## config.mk

```make
export PLATFORM = sky130hd
export DESIGN_NAME = nth_root_bisection_flat
export DESIGN_NICKNAME = d
export VERILOG_FILES = /design/src/rtl/nrb_pkg.sv /design/src/rtl/nrb_in_if.sv /design/src/rtl/nrb_out_if.sv /design/src/rtl/nrb_sequencer.sv /design/src/rtl/nrb_datapath.sv /design/src/rtl/nth_root_bisection.sv /design/src/flat_wrapper.sv
export SDC_FILE = /design/constraint.sdc
export NUM_CORES = 2
export LEC_CHECK = 0
export BUFFER_PORTS_ARGS = -buffer_cell sky130_fd_sc_hd__buf_2
export CAP_MARGIN = 30
export CORE_AREA = 2 2 306 308
export CTS_CLUSTER_DIAMETER = 50
export DETAILED_ROUTE_END_ITERATION = 8
export DIE_AREA = 0 0 308 310
export GPL_TIMING_DRIVEN = 0
export PLACE_DENSITY_LB_ADDON = 0.1
export SYNTH_ARGS = -nofsm -noshare
export SYNTH_HDL_FRONTEND = slang
export SYNTH_SLANG_ARGS = --single-unit
```

## constraint.sdc

```tcl
create_clock -name clk_i -period 18.8 [get_ports clk_i]
set_input_delay 0.94 -clock clk_i [delete_from_list [all_inputs] [get_ports clk_i]]
set_output_delay 0.94 -clock clk_i [all_outputs]
set_load 0.05 [all_outputs]
```

## src/rtl/nrb_pkg.sv

```systemverilog
package nrb_pkg;

  // Fixed-point format of radicand and root
  localparam int unsigned FRAC_BITS  = 16;
  localparam int unsigned INT_BITS   = 16;
  localparam int unsigned W          = INT_BITS + FRAC_BITS;
  localparam int unsigned DEG_W      = 4;
  localparam int unsigned MAX_DEGREE = 8;
  localparam int unsigned K_W        = $clog2(MAX_DEGREE);
  localparam int unsigned UPC_W      = 3;

  localparam logic [W-1:0] FIX_ONE = W'(1) << FRAC_BITS;

  typedef logic [UPC_W-1:0] upc_t;

  // Microprogram step addresses
  localparam upc_t STEP_IDLE  = 3'd0;
  localparam upc_t STEP_PROBE = 3'd1;
  localparam upc_t STEP_MUL   = 3'd2;
  localparam upc_t STEP_JUDGE = 3'd3;
  localparam upc_t STEP_EMIT  = 3'd4;
  localparam upc_t STEP_WRAP  = 3'd5;

  typedef enum logic [2:0] {
    COND_ALWAYS      = 3'd0,
    COND_IN_WAIT     = 3'd1,
    COND_SRCH_DONE   = 3'd2,
    COND_MUL_BUSY    = 3'd3,
    COND_OUT_BLOCKED = 3'd4
  } cond_e;

  typedef struct packed {
    logic  load;
    logic  probe;
    logic  mul;
    logic  judge;
    logic  emit;
    cond_e cond;
    upc_t  target;
  } ctrl_t;

  typedef struct packed {
    logic srch_done;
    logic mul_busy;
    logic out_blocked;
  } dp_stat_t;

  // Control store: jump to target when cond holds, else fall through
  function automatic ctrl_t nrb_rom(input upc_t addr);
    ctrl_t w;
    w = '{load: 1'b0, probe: 1'b0, mul: 1'b0, judge: 1'b0, emit: 1'b0,
          cond: COND_ALWAYS, target: STEP_IDLE};
    unique case (addr)
      STEP_IDLE: begin
        w.load   = 1'b1;
        w.cond   = COND_IN_WAIT;
        w.target = STEP_IDLE;
      end
      STEP_PROBE: begin
        w.probe  = 1'b1;
        w.cond   = COND_SRCH_DONE;
        w.target = STEP_EMIT;
      end
      STEP_MUL: begin
        w.mul    = 1'b1;
        w.cond   = COND_MUL_BUSY;
        w.target = STEP_MUL;
      end
      STEP_JUDGE: begin
        w.judge  = 1'b1;
        w.cond   = COND_ALWAYS;
        w.target = STEP_PROBE;
      end
      STEP_EMIT: begin
        w.emit   = 1'b1;
        w.cond   = COND_OUT_BLOCKED;
        w.target = STEP_EMIT;
      end
      STEP_WRAP: begin
        w.cond   = COND_ALWAYS;
        w.target = STEP_IDLE;
      end
      default: begin
        w.cond   = COND_ALWAYS;
        w.target = STEP_IDLE;
      end
    endcase
    return w;
  endfunction

endpackage

```

## src/rtl/nrb_in_if.sv

```systemverilog
interface nrb_in_if;
  import nrb_pkg::*;

  logic               valid;
  logic               ready;
  logic [W-1:0]       radicand;
  logic [DEG_W-1:0]   degree;

  modport source (output valid, output radicand, output degree, input ready);
  modport sink   (input valid, input radicand, input degree, output ready);
endinterface

```

## src/rtl/nrb_out_if.sv

```systemverilog
interface nrb_out_if;
  import nrb_pkg::*;

  logic         valid;
  logic         ready;
  logic [W-1:0] root_value;
  logic         exact;

  modport source (output valid, output root_value, output exact, input ready);
  modport sink   (input valid, input root_value, input exact, output ready);
endinterface

```

## src/rtl/nrb_sequencer.sv

```systemverilog
module nrb_sequencer (
  input  logic              clk_i,
  input  logic              rst_ni,
  input  logic              in_valid_i,
  input  nrb_pkg::dp_stat_t stat_i,
  output nrb_pkg::ctrl_t    ctrl_o,
  output logic              idle_o
);
  import nrb_pkg::*;

  upc_t  upc_q, upc_d;
  ctrl_t word;
  logic  take_jump;

  assign word = nrb_rom(upc_q);

  always_comb begin
    unique case (word.cond)
      COND_ALWAYS:      take_jump = 1'b1;
      COND_IN_WAIT:     take_jump = !in_valid_i;
      COND_SRCH_DONE:   take_jump = stat_i.srch_done;
      COND_MUL_BUSY:    take_jump = stat_i.mul_busy;
      COND_OUT_BLOCKED: take_jump = stat_i.out_blocked;
      default:          take_jump = 1'b1;
    endcase
  end

  always_comb begin
    upc_d = take_jump ? word.target : upc_q + upc_t'(1);
  end

  // Gate the datapath strobes with their conditions
  always_comb begin
    ctrl_o       = word;
    ctrl_o.load  = word.load && in_valid_i;
    ctrl_o.mul   = word.mul && stat_i.mul_busy;
    ctrl_o.emit  = word.emit && !stat_i.out_blocked;
  end

  assign idle_o = (upc_q == STEP_IDLE);

  always_ff @(posedge clk_i or negedge rst_ni) begin
    if (!rst_ni) begin
      upc_q <= STEP_IDLE;
    end else begin
      upc_q <= upc_d;
    end
  end

endmodule

```

## src/rtl/nrb_datapath.sv

```systemverilog
module nrb_datapath (
  input  logic                       clk_i,
  input  logic                       rst_ni,
  input  nrb_pkg::ctrl_t             ctrl_i,
  input  logic [nrb_pkg::W-1:0]      radicand_i,
  input  logic [nrb_pkg::DEG_W-1:0]  degree_i,
  input  logic                       out_ready_i,
  output nrb_pkg::dp_stat_t          stat_o,
  output logic                       out_valid_o,
  output logic [nrb_pkg::W-1:0]      root_value_o,
  output logic                       exact_o
);
  import nrb_pkg::*;

  logic [W-1:0]   r_q, lo_q, hi_q, mid_q, p_q;
  logic [W-1:0]   span, mid, hi_init;
  logic [K_W-1:0] deg_m1_q, deg_m1, k_q;
  logic           ovf_q, eq_q, fits;
  logic [2*W-1:0] prod;
  logic           prod_ovf;
  logic           out_valid_q, exact_q;
  logic [W-1:0]   root_q;

  // Clamp degree to 1..MAX_DEGREE, kept as degree minus one
  always_comb begin
    if (degree_i == '0) begin
      deg_m1 = '0;
    end else if (degree_i > DEG_W'(MAX_DEGREE)) begin
      deg_m1 = K_W'(MAX_DEGREE - 1);
    end else begin
      deg_m1 = K_W'(degree_i - DEG_W'(1));
    end
  end

  assign hi_init = (radicand_i > FIX_ONE) ? radicand_i : FIX_ONE;

  // Upper middle of the interval
  assign span = hi_q - lo_q;
  assign mid  = lo_q + (span >> 1) + W'(span[0]);

  assign prod     = {{W{1'b0}}, p_q} * {{W{1'b0}}, mid_q};
  assign prod_ovf = |prod[2*W-1:W+FRAC_BITS];

  assign fits = !ovf_q && (p_q <= r_q);

  assign stat_o.srch_done   = !(lo_q < hi_q);
  assign stat_o.mul_busy    = (k_q != '0) && !ovf_q;
  assign stat_o.out_blocked = out_valid_q && !out_ready_i;

  always_ff @(posedge clk_i) begin
    if (ctrl_i.load) begin
      r_q      <= radicand_i;
      lo_q     <= '0;
      hi_q     <= hi_init;
      deg_m1_q <= deg_m1;
      eq_q     <= (radicand_i == '0);
    end
    if (ctrl_i.probe) begin
      mid_q <= mid;
      p_q   <= mid;
    end
    if (ctrl_i.mul) begin
      p_q <= prod[W+FRAC_BITS-1:FRAC_BITS];
    end
    if (ctrl_i.judge) begin
      if (fits) begin
        lo_q <= mid_q;
        eq_q <= (p_q == r_q);
      end else begin
        hi_q <= mid_q - W'(1);
      end
    end
    if (ctrl_i.emit) begin
      root_q  <= lo_q;
      exact_q <= eq_q;
    end
  end

  always_ff @(posedge clk_i or negedge rst_ni) begin
    if (!rst_ni) begin
      k_q         <= '0;
      ovf_q       <= 1'b0;
      out_valid_q <= 1'b0;
    end else begin
      if (ctrl_i.probe) begin
        k_q   <= deg_m1_q;
        ovf_q <= 1'b0;
      end else if (ctrl_i.mul) begin
        k_q   <= k_q - K_W'(1);
        ovf_q <= prod_ovf;
      end
      // Hold the word until taken
      if (ctrl_i.emit) begin
        out_valid_q <= 1'b1;
      end else if (out_ready_i) begin
        out_valid_q <= 1'b0;
      end
    end
  end

  assign out_valid_o  = out_valid_q;
  assign root_value_o = root_q;
  assign exact_o      = exact_q;

endmodule

```

## src/rtl/nth_root_bisection.sv

```systemverilog
// Channel   Dir  Payload                         Handshake
// in_ch_i   in   radicand[31:0], degree[3:0]     valid/ready
// out_ch_o  out  root_value[31:0], exact         valid/ready
//
// One word at a time. A word takes up to 32 bisection probes, for a radicand
// near the top of the range; the single shared multiplier forms each
// power one factor a cycle, and a probe whose power overflows ends early.
// Reset (rst_ni low) returns the sequencer to idle and empties the output
// register. A stalled result sits in the output register while the next
// word is worked on; the sequencer waits at its emit step only when that
// word finishes first.
module nth_root_bisection (
  input logic     clk_i,
  input logic     rst_ni,
  nrb_in_if.sink  in_ch_i,
  nrb_out_if.source out_ch_o
);
  import nrb_pkg::*;

  ctrl_t    ctrl;
  dp_stat_t stat;
  logic     idle;

  nrb_sequencer u_seq (
    .clk_i      (clk_i),
    .rst_ni     (rst_ni),
    .in_valid_i (in_ch_i.valid),
    .stat_i     (stat),
    .ctrl_o     (ctrl),
    .idle_o     (idle)
  );

  nrb_datapath u_dp (
    .clk_i        (clk_i),
    .rst_ni       (rst_ni),
    .ctrl_i       (ctrl),
    .radicand_i   (in_ch_i.radicand),
    .degree_i     (in_ch_i.degree),
    .out_ready_i  (out_ch_o.ready),
    .stat_o       (stat),
    .out_valid_o  (out_ch_o.valid),
    .root_value_o (out_ch_o.root_value),
    .exact_o      (out_ch_o.exact)
  );

  assign in_ch_i.ready = idle;

  a_busy_after_accept: assert property (@(posedge clk_i) disable iff (!rst_ni)
    (in_ch_i.valid && in_ch_i.ready) |=> !in_ch_i.ready)
    else $error("input taken again while a word is in work");

  a_rose_from_emit: assert property (@(posedge clk_i) disable iff (!rst_ni)
    $rose(out_ch_o.valid) |-> $past(ctrl.emit))
    else $error("result shown without an emit step");

  a_judge_after_power: assert property (@(posedge clk_i) disable iff (!rst_ni)
    ctrl.judge |-> !stat.mul_busy)
    else $error("probe judged before its power was complete");

  a_no_mul_when_idle: assert property (@(posedge clk_i) disable iff (!rst_ni)
    idle |-> !ctrl.mul && !ctrl.judge)
    else $error("datapath active while idle");

endmodule

```

## src/flat_wrapper.sv

```systemverilog
// flat-port wrapper written by rule: the top's interface ports become plain ports
module nth_root_bisection_flat import nrb_pkg::*;
  (clk_i, rst_ni, in_ch_i_valid, in_ch_i_radicand, in_ch_i_degree, in_ch_i_ready, out_ch_o_valid, out_ch_o_root_value, out_ch_o_exact, out_ch_o_ready);
  nrb_in_if in_ch_i_i ();
  nrb_out_if out_ch_o_i ();
  input logic clk_i;
  input logic rst_ni;
  input wire logic [$bits(in_ch_i_i.valid)-1:0] in_ch_i_valid;
  input wire logic [$bits(in_ch_i_i.radicand)-1:0] in_ch_i_radicand;
  input wire logic [$bits(in_ch_i_i.degree)-1:0] in_ch_i_degree;
  output wire logic [$bits(in_ch_i_i.ready)-1:0] in_ch_i_ready;
  output wire logic [$bits(out_ch_o_i.valid)-1:0] out_ch_o_valid;
  output wire logic [$bits(out_ch_o_i.root_value)-1:0] out_ch_o_root_value;
  output wire logic [$bits(out_ch_o_i.exact)-1:0] out_ch_o_exact;
  input wire logic [$bits(out_ch_o_i.ready)-1:0] out_ch_o_ready;
  assign in_ch_i_i.valid = in_ch_i_valid;
  assign in_ch_i_i.radicand = in_ch_i_radicand;
  assign in_ch_i_i.degree = in_ch_i_degree;
  assign in_ch_i_ready = in_ch_i_i.ready;
  assign out_ch_o_valid = out_ch_o_i.valid;
  assign out_ch_o_root_value = out_ch_o_i.root_value;
  assign out_ch_o_exact = out_ch_o_i.exact;
  assign out_ch_o_i.ready = out_ch_o_ready;
  nth_root_bisection u_core (.clk_i(clk_i), .rst_ni(rst_ni), .in_ch_i(in_ch_i_i), .out_ch_o(out_ch_o_i));
endmodule
```

# == Word-level counts from Yosys, hierarchy flattened ==
# Cells that the tools add are included.
# word_totals
input_bits,40
regBits,205
out_inout_bits,35
wordCells,79
# op_classes
n_reduce_logical,18
n_lt_le_gt_ge,4
multipliers,1
n_eq_ne,9
muxes,27
add_sub_neg,7
# ops
operator,count
$mux W32,9
$mul A32 B32 Y64,1
$add A32 B1 Y32,1
$add A32 B31 Y32,1
$eq A32 B32 Y1,1
$gt A32 B17 Y1 const B,1
$le A32 B32 Y1,1
$logic_not A32 Y1,1
$lt A32 B32 Y1,1
$sub A32 B1 Y32 const B,1
$sub A32 B32 Y32,1
$pmux W6 S5,1
$reduce_or A16 Y1,1
$eq A3 B2 Y1 const B,4
$mux W1,12
$mux W3,4
$eq A3 B1 Y1 const B,2
$eq A3 B3 Y1 const B,2
$logic_and A1 B1 Y1,6
$sub A3 B1 Y3 const B,2
$logic_not A1 Y1,5
$gt A4 B4 Y1 const B,1
$logic_not A4 Y1,1
$pmux W1 S4,1
other kinds (4),5

# == Longest topological paths before layout ==
# depth
depth_word,6
mapped_depth,31
depth_no_buf,29

# == Hierarchy ==
# From an unflattened synthesis, not the netlist that was laid out.
# unflattened
cells_unflattened,5084
area_unflattened_um2,46464.6
# modules_own_cells
module,area_each_um2,cells_per_inst,seq_area_each_um2,n_inst
nrb_datapath,46155.5,5049,5390.2,1
nrb_sequencer,309.0,35,75.1,1

# == Worst setup path after synthesis ==
# OpenSTA, ideal clock, no wires.
# synth_timing
path_kind,register to register
start,register u_core.u_dp.mid_q[10]
end,register u_core.u_dp.ovf_q
period_less_slack_ns,7.689
path_slack_ns,11.111
setup_time_ns,0.136
t_required_ns,18.664
n_path_buf,2
arrival_time_ns,7.553
path_stages_with_launch,28
path_cell_list,edfxtp_1 > clkbuf_1 > clkbuf_1 > and2_1 > fa_1 > fa_1 > inv_1 > fa_1 > fa_1 > inv_1 > fa_1 > fa_1 > fa_1 > inv_1 > fa_1 > inv_1 > ha_1 > and4_1 > and2_4 > a22oi_1 > a311oi_1 > or2_0 > a31oi_2 > o31ai_1 > xor2_1 > or4_1 > nor4_1 > a31oi_1
# synth_via
elab_chain_len,4
# synth_rtl
element,line_no,source
start: declaration,nrb_datapath.sv:15,"logic [W-1:0] r_q, lo_q, hi_q, mid_q, p_q;"
start signal: assignment,nrb_datapath.sv:59,mid_q <= mid;
$mul A32 B32 Y64,nrb_datapath.sv:41,"assign prod = {{W{1'b0}}, p_q} * {{W{1'b0}}, mid_q};"
$reduce_or A16 Y1,nrb_datapath.sv:42,assign prod_ovf = |prod[2*W-1:W+FRAC_BITS];
$mux W1,nrb_datapath.sv:88,end else if (ctrl_i.mul) begin
$mux W1,nrb_datapath.sv:85,if (ctrl_i.probe) begin
end signal: assignment,nrb_datapath.sv:90,ovf_q <= prod_ovf;
end: declaration,nrb_datapath.sv:18,"logic ovf_q, eq_q, fits;"
# Every way passes these cells. The select of a mux whose other input is x is not followed.
# A chain may end at the register's enable or synchronous reset.

# == Final worst setup path ==
# layout_timing
start,register u_core.u_dp.mid_q[24]
end,register u_core.u_dp.ovf_q
# The elaborated chain is that of the path after synthesis.

==> summary.txt <==
Synthesis
  – Synth top area cells: fa_1, ha_1, and2_1
  – Synth Instances: 4912
  – Post-synth top area share: 39.4%
  – Syn_nets: 6212
  – Synth Flop Type: edfxtp_1
  – Ys async rst share: 3.90%
  – Synth warn: 0
  – Synth unique cells: 89
  – Leading area contributor after synthesis: fa_1
  – Syn avg cell area: 9.29 um^2
  – Yosys reg bits: 205
  – Seq/Total Area, Yosys: 12.0%
  – Post-synthesis cell area: 0.0456 mm^2
  – Post-synth EDFFs: 132

Drt
  – Wire per inst: 26.6 um
  – Met2 Wirelength: 74600 um
  – Initial DRC count: 3326
  – DR WL met3: 14900 um
  – Drt drc: 0
  – Post-route ant nets: 0
  – Uppermost layer routed: met5
  – Met1 wire length: 68500 um
  – Length of the first detailed-routing pass in iterations: 6
  – Detailed-route via count: 35300
  – Vias per cell: 5.64
  – Post-Route WL: 167000 um

Critical path
  – Critical path peak fanout: 10
  – Crit path capture type: register
  – Crit Path Category: register to register
  – CP Launch Type: register
  – Worst EP arrival: 10.41 ns
  – Worst EP required: 19.16 ns

Placed design
  – Port Buffers: 74
  – GPL Wtd Cong: 0.997
  – Hpwl dp: 141000 um

Clocking
  – Clock slew at reported path FFs: 0.06 ns
  – Number of clock buffers inserted by TritonCTS: 23
  – Post-CTS Setup Bufs: 0
  – Longest Clk Path Bufs: 3
  – Hold buffer count at cts: 0
  – Clock Sink Count: 205
  – H-tree Lvls: 1
  – CTS root buf: clkbuf_16
  – Post_cts resized: 0
  – CTS tree: built
  – Clock Latency Late Sink: 0.55 ns

Timing
  – Transition time of the tightest slew-check pin: 1.11 ns
  – Fin crit share: 53.4%
  – Max Fclk: 99.6 MHz
  – Max-slew violations: 0
  – Max Clock Skew: 0.0257 ns
  – Setup_tns: 0 ns
  – Min Tclk post-route: 10.05 ns
  – RSZ-0062 raised after global routing: no
  – Rel. slew slack: 26.3%
  – Final hold violations: 0
  – Setup violators final: 0

Layout
  – Final #Nets: 6334
  – # fillers: 8764
  – Most common cell after layout, fill and taps aside: inv_1
  – Commonest cells after routing, fill and taps aside: inv_1, fa_1, and2_1
  – Layout cell share with drive strength beyond 1: 3.74%
  – Area grow syn2layout: 6.74%

Global routing
  – Initial antenna violation count: 11
  – Tot GR Track Use: 35.9%
  – Number of global-route vias before repair: 36200
  – First-pass GRT wire length: 246000 um
  – Largest net degree at the start of global routing: 40
  – Grt ovf: 0

Floorplan
  – Die area: 0.0955 mm^2
  – Total core area: 0.0925 mm^2
  – Die Y: 310 um
  – Die width: 308 um
  – Row cnt: 112
  – # IOs: 75
  – Initial core utilization: 49.3%

Status
  – Status: finished, final reports clean

Worst hold path
  – Hold Crit Class: input port to asynchronous set/reset pin

Job
  – Maxcap violations: 0
## final cells by class
cell class / count / area [um^2] / share of cell area, %
Inverter: 1038 / 3900 / 8.00
Clock buffer: 26 / 587 / 1.21
Multi-Input combinational cell: 3412 / 35300 / 72.4
Sequential cell: 205 / 5470 / 11.2
Buffer: 257 / 1000 / 2.06
Antenna cell: 16 / 40.0 / 0.0822
Clock inverter: 16 / 243 / 0.498
Timing Repair Buffer: 97 / 698 / 1.43
Tap cell: 1197 / 1500 / 3.08
## path summary, 6_finish.rpt
check                                         from                       to  slack (ns)  cells past startpoint
setup / recovery             u_core.u_dp.mid_q[24]        u_core.u_dp.ovf_q        8.75                     27
min in group clk_i         u_core.u_dp.deg_m1_q[1]       u_core.u_dp.k_q[1]        0.46                      2
hold reg to reg            u_core.u_dp.deg_m1_q[1]       u_core.u_dp.k_q[1]        0.46                      2
setup reg to reg             u_core.u_dp.mid_q[24]        u_core.u_dp.ovf_q        8.75                     27
max in group asynchronous                   rst_ni  u_core.u_dp.out_valid_o       18.40                      1
hold / removal                              rst_ni    u_core.u_seq.upc_q[1]        0.23                      1
## critical path: stages, from the launching register on
cell	delay (ns)
edfxtp_1	0.32
clkbuf_1	0.65
clkbuf_1	0.88
nand2_1	0.20
fa_1	0.57
inv_1	0.06
fa_1	0.42
fa_1	0.48
fa_1	0.65
fa_1	0.48
fa_1	0.50
fa_1	0.55
inv_1	0.08
fa_1	0.51
inv_1	0.05
ha_1	0.26
clkbuf_1	0.26
nand2_1	0.08
nor2_1	0.34
nand2_1	0.28
a311oi_1	0.40
buf_2	0.27
a211o_1	0.25
o21ai_2	0.14
mux2i_1	0.14
or4_1	0.54
nor4_1	0.28
a31oi_1	0.22
## sequential cells by signal, indices dropped and copies added, names as in the netlist, 32 cells and up
| register | cells |
|---|---|
| u_core.u_dp.mid_q | 32 |
| u_core.u_dp.p_q | 32 |
| u_core.u_dp.lo_q | 32 |
| u_core.u_dp.hi_q | 32 |
| u_core.u_dp.root_value_o | 32 |
| u_core.u_dp.r_q | 32 |
## per-stage QoR
step                instance area, um^2  setup slack (ns)  hold WS, ns  util [%]  cells
finish                            48700              8.75        0.228      52.7   6264
global route                      48700              8.61        0.225      52.6   6248
CTS                               48500              8.56        0.215      52.5   6238
detailed placement                47700              8.62        0.438      51.6   6196
global placement                  47500              8.68        0.431      51.3   6183
floorplan                         45600             11.11        0.409         -   4912
## per-layer routing
metal / vias to the layer above / track usage (%)
met5: - / 0.303
met4: 2 / 16.0
met3: 336 / 8.21
met2: 1546 / 55.6
met1: 18200 / 48.4
li1: 15200 / -
## cells in the mapped netlist (all sizes together) (6+ instances only)
cell type,instances
dfxtp,65
and3,15
o211ai,9
a211o,6
or3,11
a31oi,16
nor3,27
xor2,38
or4,7
nor2b,22
and4,7
mux2i,84
fa,897
and2,657
o21ai,97
o31ai,6
a21o,51
nand4,32
a21oi,142
ha,363
o21a,20
nor4,19
or2,7
inv,1034
a221o,6
dfrtp,8
buf,22
nand3,28
xnor2,97
a22oi,21
nand2b,18
nor2,118
edfxtp,132
clkbuf,235
o21bai,22
nand2,492
a211oi,9
## logic make-up after synthesis
kind of cell	after synthesis	synth area share [%]
AOI/OAI and AO/OA	454	6.52
xor gates and xnor gates	135	2.59
adders and majority gates	1262	49.4
buffers and inverters	1295	10.7
DFF	205	12.0
muxes	88	1.94
and+or+nand+nor	1473	16.9
Power is not shown: default switching activity piles up to over one toggle a cycle in this logic, so the estimate is an artifact.
